$ cat src/ssae_pkg.sv
// sorted set algebra engine: shared constants, codes, types and the selector table
// no dependencies; imported by every module of the engine except ssae_ram
`timescale 1ns / 1ps

package ssae_pkg;

    // storage sizing
    localparam int CAPACITY = 32;
    localparam int DATA_W   = 32;
    localparam int ADDR_W   = (CAPACITY > 1) ? $clog2(CAPACITY) : 1;
    localparam int CNT_W    = $clog2(CAPACITY + 1);

    typedef logic        [CNT_W-1:0]  t_cnt;
    typedef logic signed [DATA_W-1:0] t_word;

    // request codes
    typedef enum logic [1:0] {
        OP_INS_A = 2'd0,
        OP_INS_B = 2'd1,
        OP_LIST  = 2'd2,
        OP_CLEAR = 2'd3
    } t_op;

    // result status codes
    typedef enum logic [1:0] {
        ST_OK      = 2'd0,
        ST_DUP     = 2'd1,
        ST_FULL    = 2'd2,
        ST_CLEARED = 2'd3
    } t_status;

    // list selector codes
    localparam logic [2:0] SEL_A         = 3'd0;
    localparam logic [2:0] SEL_B         = 3'd1;
    localparam logic [2:0] SEL_UNION     = 3'd2;
    localparam logic [2:0] SEL_INTER     = 3'd3;
    localparam logic [2:0] SEL_A_MINUS_B = 3'd4;
    localparam logic [2:0] SEL_B_MINUS_A = 3'd5;

    // merge step kinds, one bit each
    typedef logic [2:0] t_mask;
    localparam t_mask MASK_ONLY_A = 3'b001;
    localparam t_mask MASK_ONLY_B = 3'b010;
    localparam t_mask MASK_BOTH   = 3'b100;

    // sequencer states
    typedef enum logic [2:0] {
        S_IDLE,
        S_INSERT,
        S_LIST,
        S_LIST_END,
        S_RESP
    } t_state;

    // one result beat handed to the output stage
    typedef struct packed {
        logic    vld;
        t_word   element;
        logic    empty_res;
        t_status status;
        logic    last;
    } t_item;

    // which merge kinds a selector keeps
    function automatic t_mask select_mask(input logic [2:0] sel);
        t_mask m;
        case (sel)
            SEL_A:         m = MASK_ONLY_A | MASK_BOTH;
            SEL_B:         m = MASK_ONLY_B | MASK_BOTH;
            SEL_UNION:     m = MASK_ONLY_A | MASK_ONLY_B | MASK_BOTH;
            SEL_INTER:     m = MASK_BOTH;
            SEL_A_MINUS_B: m = MASK_ONLY_A;
            SEL_B_MINUS_A: m = MASK_ONLY_B;
            default:       m = '0;
        endcase
        return m;
    endfunction

endpackage

$ cat src/ssae_ram.sv
// generic single-write, single-read ram with registered read data
// no dependencies
`timescale 1ns / 1ps

module ssae_ram #(
    parameter int WIDTH = 32,
    parameter int DEPTH = 32
) (
    input  logic                                  i_clk,
    input  logic                                  i_we,
    input  logic [((DEPTH > 1) ? $clog2(DEPTH) : 1)-1:0] i_waddr,
    input  logic [WIDTH-1:0]                      i_wdata,
    input  logic [((DEPTH > 1) ? $clog2(DEPTH) : 1)-1:0] i_raddr,
    output logic [WIDTH-1:0]                      o_rdata
);

    logic [WIDTH-1:0] r_mem [DEPTH];

    // write port
    always_ff @(posedge i_clk) begin
        if (i_we) begin
            r_mem[i_waddr] <= i_wdata;
        end
    end

    // registered read port
    always_ff @(posedge i_clk) begin
        o_rdata <= r_mem[i_raddr];
    end

endmodule

$ cat src/ssae_ctrl.sv
// sequencer of the engine: set stores, counts, shared signed comparator,
// insert ripple and merge walk; depends on ssae_pkg and ssae_ram
`timescale 1ns / 1ps

module ssae_ctrl (
    input  logic            i_clk,
    input  logic            i_rst_n,
    input  logic            i_start,
    input  ssae_pkg::t_op   i_op,
    input  ssae_pkg::t_word i_value,
    input  logic [2:0]      i_which,
    input  logic            i_slot_free,
    output logic            o_ready,
    output ssae_pkg::t_item o_emit
);
    import ssae_pkg::*;

    t_state  r_state, n_state;
    t_cnt    r_a_cnt, n_a_cnt;
    t_cnt    r_b_cnt, n_b_cnt;
    t_cnt    r_idx, n_idx;
    t_cnt    r_a_idx, n_a_idx;
    t_cnt    r_b_idx, n_b_idx;
    logic    r_ripple, n_ripple;
    logic    r_held_vld, n_held_vld;
    t_word   r_key, n_key;
    t_word   r_carry, n_carry;
    t_word   r_held, n_held;
    t_status r_status, n_status;
    t_mask   r_mask, n_mask;
    logic    r_sel_b, n_sel_b;

    // store ports
    logic              a_we, b_we, wr_en;
    logic [ADDR_W-1:0] wr_addr, a_raddr, b_raddr;
    t_word             wr_data, a_rdata, b_rdata;

    // shared compare and walk decode
    t_cnt  cur_cnt;
    t_word ins_rd, cmp_x, cmp_y, merge_elem;
    logic  ins_end, ins_full, cmp_lt, cmp_eq;
    logic  a_ok, b_ok, take_a, take_b, take_both, hit, list_done, list_stall;
    t_mask kind;

    ssae_ram #(.WIDTH(DATA_W), .DEPTH(CAPACITY)) u_store_a (
        .i_clk   (i_clk),
        .i_we    (a_we),
        .i_waddr (wr_addr),
        .i_wdata (wr_data),
        .i_raddr (a_raddr),
        .o_rdata (a_rdata)
    );

    ssae_ram #(.WIDTH(DATA_W), .DEPTH(CAPACITY)) u_store_b (
        .i_clk   (i_clk),
        .i_we    (b_we),
        .i_waddr (wr_addr),
        .i_wdata (wr_data),
        .i_raddr (b_raddr),
        .o_rdata (b_rdata)
    );

    // shared signed comparator and merge step decode
    always_comb begin
        cur_cnt  = r_sel_b ? r_b_cnt : r_a_cnt;
        ins_rd   = r_sel_b ? b_rdata : a_rdata;
        ins_end  = (r_idx == cur_cnt);
        ins_full = (cur_cnt == CNT_W'(CAPACITY));

        cmp_x  = (r_state == S_LIST) ? a_rdata : ins_rd;
        cmp_y  = (r_state == S_LIST) ? b_rdata : r_key;
        cmp_lt = (cmp_x < cmp_y);
        cmp_eq = (cmp_x == cmp_y);

        a_ok       = (r_a_idx < r_a_cnt);
        b_ok       = (r_b_idx < r_b_cnt);
        take_a     = a_ok && (!b_ok || cmp_lt);
        take_both  = a_ok && b_ok && cmp_eq;
        take_b     = b_ok && !take_a && !take_both;
        kind       = (take_a ? MASK_ONLY_A : '0) | (take_b ? MASK_ONLY_B : '0)
                   | (take_both ? MASK_BOTH : '0);
        hit        = |(kind & r_mask);
        merge_elem = take_b ? b_rdata : a_rdata;
        list_done  = !a_ok && !b_ok;
        list_stall = hit && r_held_vld && !i_slot_free;
    end

    // next state
    always_comb begin
        n_state = r_state;
        unique case (r_state)
            S_IDLE: begin
                if (i_start) begin
                    unique case (i_op)
                        OP_INS_A, OP_INS_B: n_state = S_INSERT;
                        OP_LIST:            n_state = S_LIST;
                        OP_CLEAR:           n_state = S_RESP;
                        default:            n_state = S_IDLE;
                    endcase
                end
            end
            S_INSERT: begin
                if (ins_end || (!r_ripple && !cmp_lt && (cmp_eq || ins_full))) begin
                    n_state = S_RESP;
                end
            end
            S_LIST: begin
                if (list_done) begin
                    n_state = S_LIST_END;
                end
            end
            S_LIST_END, S_RESP: begin
                if (i_slot_free) begin
                    n_state = S_IDLE;
                end
            end
            default: n_state = S_IDLE;
        endcase
    end

    // datapath and outputs
    always_comb begin
        n_a_cnt    = r_a_cnt;
        n_b_cnt    = r_b_cnt;
        n_idx      = '0;
        n_a_idx    = '0;
        n_b_idx    = '0;
        n_ripple   = r_ripple;
        n_held_vld = r_held_vld;
        n_key      = r_key;
        n_carry    = r_carry;
        n_held     = r_held;
        n_status   = r_status;
        n_mask     = r_mask;
        n_sel_b    = r_sel_b;
        wr_en      = 1'b0;
        wr_data    = r_key;
        o_emit     = '0;
        o_ready    = (r_state == S_IDLE);

        unique case (r_state)
            S_IDLE: begin
                if (i_start) begin
                    n_key      = i_value;
                    n_sel_b    = (i_op == OP_INS_B);
                    n_mask     = select_mask(i_which);
                    n_ripple   = 1'b0;
                    n_held_vld = 1'b0;
                    if (i_op == OP_CLEAR) begin
                        n_a_cnt  = '0;
                        n_b_cnt  = '0;
                        n_status = ST_CLEARED;
                    end
                end
            end
            // one stored element per cycle: search, then ripple the tail up by one
            S_INSERT: begin
                if (ins_end) begin
                    if (!r_ripple && ins_full) begin
                        n_status = ST_FULL;
                    end else begin
                        wr_en    = 1'b1;
                        wr_data  = r_ripple ? r_carry : r_key;
                        n_status = ST_OK;
                        if (r_sel_b) begin
                            n_b_cnt = t_cnt'(r_b_cnt + 1'b1);
                        end else begin
                            n_a_cnt = t_cnt'(r_a_cnt + 1'b1);
                        end
                    end
                end else if (!r_ripple) begin
                    if (cmp_lt) begin
                        n_idx = t_cnt'(r_idx + 1'b1);
                    end else if (cmp_eq) begin
                        n_status = ST_DUP;
                    end else if (ins_full) begin
                        n_status = ST_FULL;
                    end else begin
                        wr_en    = 1'b1;
                        wr_data  = r_key;
                        n_carry  = ins_rd;
                        n_ripple = 1'b1;
                        n_idx    = t_cnt'(r_idx + 1'b1);
                    end
                end else begin
                    wr_en   = 1'b1;
                    wr_data = r_carry;
                    n_carry = ins_rd;
                    n_idx   = t_cnt'(r_idx + 1'b1);
                end
            end
            // merge walk; a kept element waits in the held slot until the next
            // one shows that it is not the last
            S_LIST: begin
                n_a_idx = r_a_idx;
                n_b_idx = r_b_idx;
                if (!list_done && !list_stall) begin
                    if (take_a || take_both) begin
                        n_a_idx = t_cnt'(r_a_idx + 1'b1);
                    end
                    if (take_b || take_both) begin
                        n_b_idx = t_cnt'(r_b_idx + 1'b1);
                    end
                    if (hit) begin
                        n_held     = merge_elem;
                        n_held_vld = 1'b1;
                        if (r_held_vld) begin
                            o_emit.vld     = 1'b1;
                            o_emit.element = r_held;
                            o_emit.status  = ST_OK;
                        end
                    end
                end
            end
            S_LIST_END: begin
                if (i_slot_free) begin
                    o_emit.vld       = 1'b1;
                    o_emit.last      = 1'b1;
                    o_emit.status    = ST_OK;
                    o_emit.element   = r_held_vld ? r_held : '0;
                    o_emit.empty_res = !r_held_vld;
                end
            end
            S_RESP: begin
                if (i_slot_free) begin
                    o_emit.vld    = 1'b1;
                    o_emit.last   = 1'b1;
                    o_emit.status = r_status;
                end
            end
            default: o_emit = '0;
        endcase

        // store port steering
        a_we    = wr_en && !r_sel_b;
        b_we    = wr_en && r_sel_b;
        wr_addr = r_idx[ADDR_W-1:0];
        a_raddr = (r_state == S_INSERT && !r_sel_b) ? n_idx[ADDR_W-1:0]
                                                    : n_a_idx[ADDR_W-1:0];
        b_raddr = (r_state == S_INSERT && r_sel_b)  ? n_idx[ADDR_W-1:0]
                                                    : n_b_idx[ADDR_W-1:0];
    end

    // control registers
    always_ff @(posedge i_clk) begin
        if (!i_rst_n) begin
            r_state    <= S_IDLE;
            r_a_cnt    <= '0;
            r_b_cnt    <= '0;
            r_idx      <= '0;
            r_a_idx    <= '0;
            r_b_idx    <= '0;
            r_ripple   <= 1'b0;
            r_held_vld <= 1'b0;
        end else begin
            r_state    <= n_state;
            r_a_cnt    <= n_a_cnt;
            r_b_cnt    <= n_b_cnt;
            r_idx      <= n_idx;
            r_a_idx    <= n_a_idx;
            r_b_idx    <= n_b_idx;
            r_ripple   <= n_ripple;
            r_held_vld <= n_held_vld;
        end
    end

    // payload registers
    always_ff @(posedge i_clk) begin
        r_key    <= n_key;
        r_carry  <= n_carry;
        r_held   <= n_held;
        r_status <= n_status;
        r_mask   <= n_mask;
        r_sel_b  <= n_sel_b;
    end

endmodule

$ cat src/ssae_out.sv
// output register stage: holds one result beat until the sink takes it
// depends on ssae_pkg
`timescale 1ns / 1ps

module ssae_out (
    input  logic                  i_clk,
    input  logic                  i_rst_n,
    input  ssae_pkg::t_item       i_emit,
    output logic                  o_slot_free,
    output logic                  o_m_tvalid,
    input  logic                  i_m_tready,
    output logic [31:0]           o_m_tdata,
    output logic [2:0]            o_m_tuser,
    output logic                  o_m_tlast
);
    import ssae_pkg::*;

    logic  r_valid;
    t_item r_item;

    // slot frees up in the same cycle the sink takes the beat
    assign o_slot_free = !r_valid || i_m_tready;

    always_ff @(posedge i_clk) begin
        if (!i_rst_n) begin
            r_valid <= 1'b0;
        end else if (i_emit.vld) begin
            r_valid <= 1'b1;
        end else if (i_m_tready) begin
            r_valid <= 1'b0;
        end
    end

    always_ff @(posedge i_clk) begin
        if (i_emit.vld) begin
            r_item <= i_emit;
        end
    end

    // beat packing
    assign o_m_tvalid = r_valid;
    assign o_m_tdata  = r_item.element;
    assign o_m_tuser  = {r_item.status, r_item.empty_res};
    assign o_m_tlast  = r_item.last;

endmodule

$ cat src/sorted_set_algebra_engine.sv
// top level of the sorted set algebra engine: stream ports, sequencer, output stage
// depends on ssae_pkg, ssae_ctrl, ssae_out
//
// channel   | direction | tdata           | tuser (low bit up)                 | tlast
// ----------+-----------+-----------------+------------------------------------+--------------
// s (req)   | in        | value [31:0]    | operation [1:0], which_set [4:2]   | -
// m (res)   | out       | element [31:0]  | empty_res [0], status [2:1]        | last of run
//
// insert: one stored element of the target set per cycle
// list: one merge step per cycle on the shared comparator, unless the output register stalls it
// clear: empties both sets; s_tready is high only between requests
// a full output register stalls the merge walk and the final beat; no clearing pass after reset
// reset is synchronous, active low, and empties both sets
`timescale 1ns / 1ps

module sorted_set_algebra_engine (
    input  logic        i_clk,
    input  logic        i_rst_n,
    input  logic        i_s_tvalid,
    output logic        o_s_tready,
    input  logic [31:0] i_s_tdata,   // value
    input  logic [4:0]  i_s_tuser,   // operation [1:0], which_set [4:2]
    output logic        o_m_tvalid,
    input  logic        i_m_tready,
    output logic [31:0] o_m_tdata,   // element
    output logic [2:0]  o_m_tuser,   // empty_res [0], status [2:1]
    output logic        o_m_tlast
);
    import ssae_pkg::*;

    logic  start;
    logic  slot_free;
    t_item emit;

    // request beat accepted
    assign start = i_s_tvalid && o_s_tready;

    ssae_ctrl u_ctrl (
        .i_clk       (i_clk),
        .i_rst_n     (i_rst_n),
        .i_start     (start),
        .i_op        (t_op'(i_s_tuser[1:0])),
        .i_value     (i_s_tdata),
        .i_which     (i_s_tuser[4:2]),
        .i_slot_free (slot_free),
        .o_ready     (o_s_tready),
        .o_emit      (emit)
    );

    ssae_out u_out (
        .i_clk       (i_clk),
        .i_rst_n     (i_rst_n),
        .i_emit      (emit),
        .o_slot_free (slot_free),
        .o_m_tvalid  (o_m_tvalid),
        .i_m_tready  (i_m_tready),
        .o_m_tdata   (o_m_tdata),
        .o_m_tuser   (o_m_tuser),
        .o_m_tlast   (o_m_tlast)
    );

endmodule

$ cat config.mk
export PLATFORM = sky130hd
export DESIGN_NAME = sorted_set_algebra_engine
export DESIGN_NICKNAME = d
export VERILOG_FILES = /design/src/ssae_pkg.sv /design/src/ssae_ram.sv /design/src/ssae_ctrl.sv /design/src/ssae_out.sv /design/src/sorted_set_algebra_engine.sv
export SDC_FILE = /design/constraint.sdc
export NUM_CORES = 2
export LEC_CHECK = 0
export BUFFER_PORTS_ARGS = -buffer_cell sky130_fd_sc_hd__buf_2
export CAP_MARGIN = 20
export CORE_MARGIN = 5
export CORE_UTILIZATION = 55
export CTS_BUF_LIST = sky130_fd_sc_hd__clkbuf_4 sky130_fd_sc_hd__clkbuf_8
export DETAILED_ROUTE_END_ITERATION = 10
export HOLD_SLACK_MARGIN = 0.12
export PLACE_DENSITY = 0.76
export SYNTH_ARGS = -nofsm -noshare
export SYNTH_HDL_FRONTEND = slang
export SYNTH_SLANG_ARGS = --single-unit
$ cat constraint.sdc
create_clock -name i_clk -period 7.85 [get_ports i_clk]
set_input_delay 1.1775 -clock i_clk [delete_from_list [all_inputs] [get_ports i_clk]]
set_output_delay 1.1775 -clock i_clk [all_outputs]
set_load 0.05 [all_outputs]
; Word-level counts from Yosys, hierarchy flattened
; Memory sizes are Yosys's and may differ from the RTL's. A register that Yosys moved wholly into a read port is not among the register bits.
; Cells that the tools add are included.
[classes]
n_addsub = 5
magnitude_cmp = 3
eq_ne = 33
n_mux = 86
bitwise_logic = 6
n_reduce_logical = 58
[ops]
columns = op, count
row1 = 2-to-1 mux 32 bit, 13
row2 = 2-to-1 mux 33 bit, 3
row3 = 2-to-1 mux 6 bit, 13
row4 = one-hot mux 32 bit (2 select lines), 1
row5 = 2-to-1 mux 5 bit, 10
row6 = 2-to-1 mux 37 bit, 1
row7 = == test 32 bit, 1
row8 = < comparator 32 bit, 1
row9 = "adder 6 x 1 -> 6 bit, second input constant", 5
row10 = one-hot mux 6 bit (2 select lines), 2
row11 = "!= test 2 x 1 -> 1 bit, second input constant", 11
row12 = 2-to-1 mux 1 bit, 19
row13 = 2-to-1 mux 2 bit, 9
row14 = 2-to-1 mux 3 bit, 6
row15 = one-hot mux 3 bit (6 select lines), 1
row16 = AND reduction 6 bit, 3
row17 = logical AND 1 bit, 17
row18 = "== test 3 x 2 -> 1 bit, second input constant", 4
row19 = logical NOT 1 bit, 12
row20 = < comparator 6 bit, 2
row21 = one-hot mux 3 bit (4 select lines), 1
row22 = AND reduction 2 bit, 5
row23 = "== test 3 bit, second input constant", 3
row24 = one-hot mux 3 bit (3 select lines), 1
row25 = 24 further kinds, 47
[word_totals]
ff_bits = 174
mem_bits_rw = 2048
memories = 2
[mem_list]
columns = name, words, word_bits, read_ports, rd_ports_with_merged_regs, write_ports, line
row1 = u_ctrl.u_store_a.r_mem, 32, 32, 1, 1, 1, ssae_ram.sv:17  ; logic [WIDTH-1:0] r_mem [DEPTH];
row2 = u_ctrl.u_store_b.r_mem, 32, 32, 1, 1, 1, ssae_ram.sv:17

; Logic depth before layout (Yosys ltp)
[depth]
word_depth = 20
depth_mapped = 26

; Modules after synthesis
; Synthesis repeated with hierarchy kept, for this count alone.
[unflattened]
cells_unflattened = 5341
area_unflattened_um2 = 90882.2
[modules_own_cells]
columns = module, instances, cells_each, area_per_inst_um2
row1 = ssae_ram, 2, 2260, 40492.6
row2 = ssae_ctrl, 1, 780, 8760.9
row3 = ssae_out, 1, 40, 1129.8
row4 = sorted_set_algebra_engine, 1, 1, 6.3

; Least setup slack after synthesis
; Ideal clock, no wire load.
[synth_timing]
path_type = register -> register
startpoint = register u_ctrl.r_state[0]
endpoint = register u_ctrl.r_carry[0], enable pin
arrival_ps = 6742
t_required_ps = 7349
slack_ps = 607
stages_incl_launch_ff = 17
n_path_buf = 4
cell_sequence = dfxtp_1 -> clkbuf_1 -> nor2_1 -> nand2_1 -> clkbuf_1 -> clkbuf_1 -> buf_1 -> mux2_2 -> ha_1 -> nand3_2 -> nor4_4 -> a21oi_1 -> a41oi_2 -> o31a_1 -> and2_1 -> nor2_1 -> nor4_1
[synth_via]
elab_chain_cells = 5
[synth_rtl]
columns = item, line
row1 = start: declaration, ssae_ctrl.sv:18  ; t_state r_state, n_state;
row2 = start signal: assignment, ssae_ctrl.sv:256  ; r_state <= n_state;
row3 = == test 3 x 2 -> 1 bit, "ssae_ctrl.sv:70, ssae_ctrl.sv:71"
row4 = 2-to-1 mux 32 bit (on tied branches), "ssae_ctrl.sv:70, ssae_ctrl.sv:71"
row5 = < comparator 32 bit or == test 32 bit (tied branches), "ssae_ctrl.sv:72, ssae_ctrl.sv:73"
row6 = != test 2 x 1 -> 1 bit (no line), -
row7 = AND reduction 5 bit (no line) (*), -
row8 = end signal: assignment, ssae_ctrl.sv:270  ; r_carry <= n_carry;
row9 = end: declaration, ssae_ctrl.sv:27  ; t_word r_carry, n_carry;
; Every way passes the cells marked *; elsewhere a longest branch is shown, timed or not.
; A chain may end at the register's enable or synchronous reset.

; Final worst setup path
[layout_timing]
startpoint = register u_ctrl.r_state[2]
endpoint = register u_ctrl.u_store_b.o_rdata[28] (read register of u_ctrl.u_store_b.r_mem)
[layout_via]
elab_chain_cells = 20
[layout_rtl]
columns = item, line
row1 = == test 3 x 2 -> 1 bit, "ssae_ctrl.sv:70, ssae_ctrl.sv:71, ssae_ctrl.sv:141"
row2 = 2-to-1 mux 32 bit (on tied branches), "ssae_ctrl.sv:70, ssae_ctrl.sv:71"
row3 = < comparator 32 bit, ssae_ctrl.sv:72  ; cmp_lt = (cmp_x < cmp_y);
row4 = logical OR 1 bit, ssae_ctrl.sv:77  ; take_a = a_ok && (!b_ok || cmp_lt);
row5 = logical AND 1 bit, ssae_ctrl.sv:77
row6 = logical NOT 1 bit, ssae_ctrl.sv:79  ; take_b = b_ok && !take_a && !take_both;
row7 = logical AND 1 bit (2 in a row), ssae_ctrl.sv:79
row8 = 2-to-1 mux 2 bit, ssae_ctrl.sv:80  ; kind = (take_a ? MASK_ONLY_A : '0) | (take_b ? MASK_ONLY_B : '0)
row9 = [2 not listed], -
row10 = AND 3 bit, ssae_ctrl.sv:82  ; hit = |(kind & r_mask);
row11 = OR reduction 3 bit, ssae_ctrl.sv:82
row12 = logical AND 1 bit (2 in a row), ssae_ctrl.sv:85  ; list_stall = hit && r_held_vld && !i_slot_free;
row13 = logical NOT 1 bit, ssae_ctrl.sv:197  ; if (!list_done && !list_stall) begin
row14 = logical AND 1 bit, ssae_ctrl.sv:197
row15 = 2-to-1 mux 5 bit, ssae_ctrl.sv:197
row16 = 2-to-1 mux 5 bit, ssae_ctrl.sv:141  ; unique case (r_state)
row17 = 2-to-1 mux 5 bit (*), ssae_ctrl.sv:240  ; b_raddr = (r_state == S_INSERT && r_sel_b) ? n_idx[ADDR_W-1:0]
row18 = end: declaration, ssae_ram.sv:14  ; output logic [WIDTH-1:0] o_rdata
; Marks and branches as above.

==> flow_metrics.py <==
metrics = {
    "route": {
        "routed_wirelength_mm": 242,
        "vias": 53500,
        "drc": 0,
        "viasPerCell": 6.34,
        "drt_iter0_drc": 7534,
        "first_pass_iters": 8,
        "ant_nets": 0,
        "routedWlPerCell_um": 28.7,
    },
    "cts": {
        "path_clk_slew_ps": 70,
        "cts_made_buffers": 359,
        "tritoncts": "done",
        "cts.htree.levels": 5,
        "post_cts_resized": 0,
        "cts.sinks": 2286,
        "root_buffer": "clkbuf_8",
        "clk_latency_ps": 1070,
        "cts_setup_buffers": 0,
        "holdBufCountCts": 0,
        "clockBufferDepth": 4,
    },
    "synthesis": {
        "synth_edf_count": 2186,
        "synth_seq_cells": 2286,
        "synth_top_cells_by_area": "edfxtp_1 72%, mux2i_1 8.5%, nand2_1 2.6%",
        "avgSynthCellArea_um2": 16.1,
        "yosys_warnings": 0,
        "synth_fp_nets": 5760,
        "ys_async_sr_fraction_pct": 0,
        "synth_ff_type": "edfxtp_1",
        "yosysTopAreaCellShare_pct": 72.1,
        "yosysSeqAreaShare_pct": 74.3,
        "synth_cells": 5669,
        "synth_top_area_cell": "edfxtp_1",
        "synth_area_um2": 91000,
        "yosysUniqueCellTypes": 74,
    },
    "pwr": {
        "p_leak_uw": 0.0362,
        "p_total_uw": 26300,
        "vdd.ir_drop.worst_mv": 0.233,
        "p_per_area_nw_per_um2": 256,
    },
    "critical_path": {
        "slowest_stage": "or4_1",
        "max_stage_delay_ps": 680,
        "timing.rr.end": "u_ctrl.u_store_b.o_rdata[28]",
        "cp-start-kind": "register",
        "r2r-start": "u_ctrl.r_state[2]",
        "rr_worst_depth": 18,
        "worstPathCellList": "nor2_1 > nand2_4 > buf_4 > mux2_2 > ha_1 > nand4_1 > nor3_2 > nand3_1 > a21oi_1 > nor4_2 > or4_1 > nand4_1 > and3_4 > buf_4 > a21oi_1 > a22o_1 > a22oi_1 > o311a_1",
        "cp_top_family": "simple AND/OR/NAND/NOR gates",
        "critPathBufInv": 2,
        "endpoint_kind": "register",
        "critPathMaxFanout": 38,
        "worstPathArrival_ps": 8010,
        "reg2reg_slack_ps": 800,
        "required_ps": 8800,
        "critPathKind": "reg2reg",
    },
    "outcome": {
        "status": "finished clean",
    },
    "timing": {
        "drv_slew": 0,
        "max_slew.worst_pin.slew_ps": 1210,
        "hold_slack_ps": 279,
        "finalHoldViolCount": 0,
        "fin_crit_ps": 7050,
        "final.setup_skew_ps": 105,
        "setup_tns_ps": 0,
        "slew_headroom_pct": 19.3,
        "fmax_mhz": 142,
        "rsz0062_at_grt": "false",
        "setup_viol": 0,
        "period_share_pct": 89.8,
    },
    "min_path": {
        "min_path_cells": 1,
        "hold_path_class": "in2reg",
        "min-delay-start": "i_s_tdata[5]",
        "min_to": "u_ctrl.r_key[5]",
    },
    "floorplanning": {
        "die_area_um2": 174000,
        "start_util_pct": 55.2,
        "die_height_um": 417,
        "num_rows": 149,
        "io-pin-count": 79,
        "fp.dieW_um": 417,
        "coreArea_um2": 165000,
    },
    "place": {
        "place_congestion": 0.947,
        "place_hpwl_mm": 139,
        "port_buffers": 78,
    },
    "grt": {
        "antenna_found_initial": 12,
        "grt_max_degree": 191,
        "grt_pass1_wl_mm": 349,
        "overflow": 0,
        "grt_pass1_vias": 52400,
        "grt_usage_pct": 27.3,
    },
    "final_layout": {
        "layout-drive-gt1-share_pct": 17.8,
        "fill_cells": 11600,
        "fin_nets": 6067,
        "synthToLayoutAreaGrowth_pct": 12.8,
    },
    "flow_run": {
        "drv_cap": 0,
    },
}
## power breakdown
group | internal, µW | switching, µW
registers | 14000 | 172
logic | 701 | 1540
clock network | 5420 | 4440
## state kept, by name, indices dropped and copies added (netlist names), 32 cells and up
name	cells
u_ctrl.u_store_b.o_rdata	32
u_ctrl.r_carry	32
u_ctrl.r_held	32
u_ctrl.u_store_b.r_mem	1024
u_ctrl.u_store_a.r_mem	1024
u_out.o_m_tdata	32
u_ctrl.u_store_a.o_rdata	32
u_ctrl.r_key	32
## metal layers
metal  vias to the layer above  wire length (µm)  global-route usage, %
li1                      22800                 -                      -
met4                         0             12500                   13.4
met3                       643             26500                   5.78
met2                      3305            114000                   43.2
met1                     26700             89200                   36.4
met5                         -                 0                      0
## cell families after synthesis
group | Yosys count | share of synthesized area (%)
AOI/OAI and AO/OA | 896 | 7.05
xor gates and xnor gates | 29 | 0.279
adders and majority gates | 50 | 0.688
buffers and inverters | 362 | 1.91
DFF | 2286 | 74.3
muxes | 903 | 10.1
and+or+nand+nor | 1143 | 5.60
## area by class of cell
type                            instances  area, µm²  share of cell area, %
Clock buffer                          537       6480                   6.32
Antenna cell                            6       15.0                 0.0146
Timing Repair Buffer                  287       2910                   2.83
Multi-Input combinational cell       3021      22200                   21.7
Sequential cell                      2286      67600                   65.9
Tap cell                             2189       2740                   2.67
Inverter                               21       78.8                 0.0768
Clock inverter                         94        541                  0.527
## worst max path at each step
stage,cells after the start,startpoint,endpoint,slack (ps)
2_1_floorplan,16,u_ctrl.r_state[0],u_ctrl.r_carry[0],610
4_1_cts,19,u_ctrl.r_state[2],u_ctrl.u_store_b.o_rdata[27],940
3_5_place_dp,19,u_ctrl.r_state[0],u_ctrl.u_store_b.o_rdata[27],970
6_report,18,u_ctrl.r_state[2],u_ctrl.u_store_b.o_rdata[28],800
3_3_place_gp,19,u_ctrl.r_state[0],u_ctrl.u_store_b.o_rdata[0],1020
5_1_grt,20,u_ctrl.r_state[0],u_ctrl.u_store_b.o_rdata[19],510
## per-stage QoR
step | instances | instance area [µm²] | setup WS, ps | utilization, %
floorplan | 5669 | 91000 | 607 | -
global placement | 7772 | 94800 | 1020 | 57.5
global route | 8440 | 103000 | 512 | 62.3
detailed placement | 7776 | 94900 | 971 | 57.6
finish | 8441 | 103000 | 798 | 62.3
CTS | 8407 | 102000 | 943 | 61.8
## synthesized netlist by cell type, types with 39 or more instances
cell,instances
edfxtp_1,2186
mux2i_1,772
nand2_1,625
a21oi_1,307
nand3_1,211
clkbuf_1,147
buf_2,138
mux2_2,128
a22o_1,126
nor2_1,124
dfxtp_1,100
o22ai_1,65
a22oi_1,63
ha_1,50
and2_1,43
and3_1,43
a211oi_1,39
## cell usage in the layout (no fill, tap or decap), drive strengths merged, types with 40 or more instances in the layout
cell    Yosys  layout
nand2     625     625
and2       45      45
mux2      129     129
a21oi     309     309
clkinv      0      83
nand3     212     212
mux2i     772     772
clkbuf    147     538
and3       43      43
a22o      126     126
edfxtp   2186    2186
buf       194     286
a211oi     40      40
nor2      128     128
o22ai      65      65
ha         50      50
dfxtp     100     100
a22oi      63      63
Power figures use the tool's default switching activity.
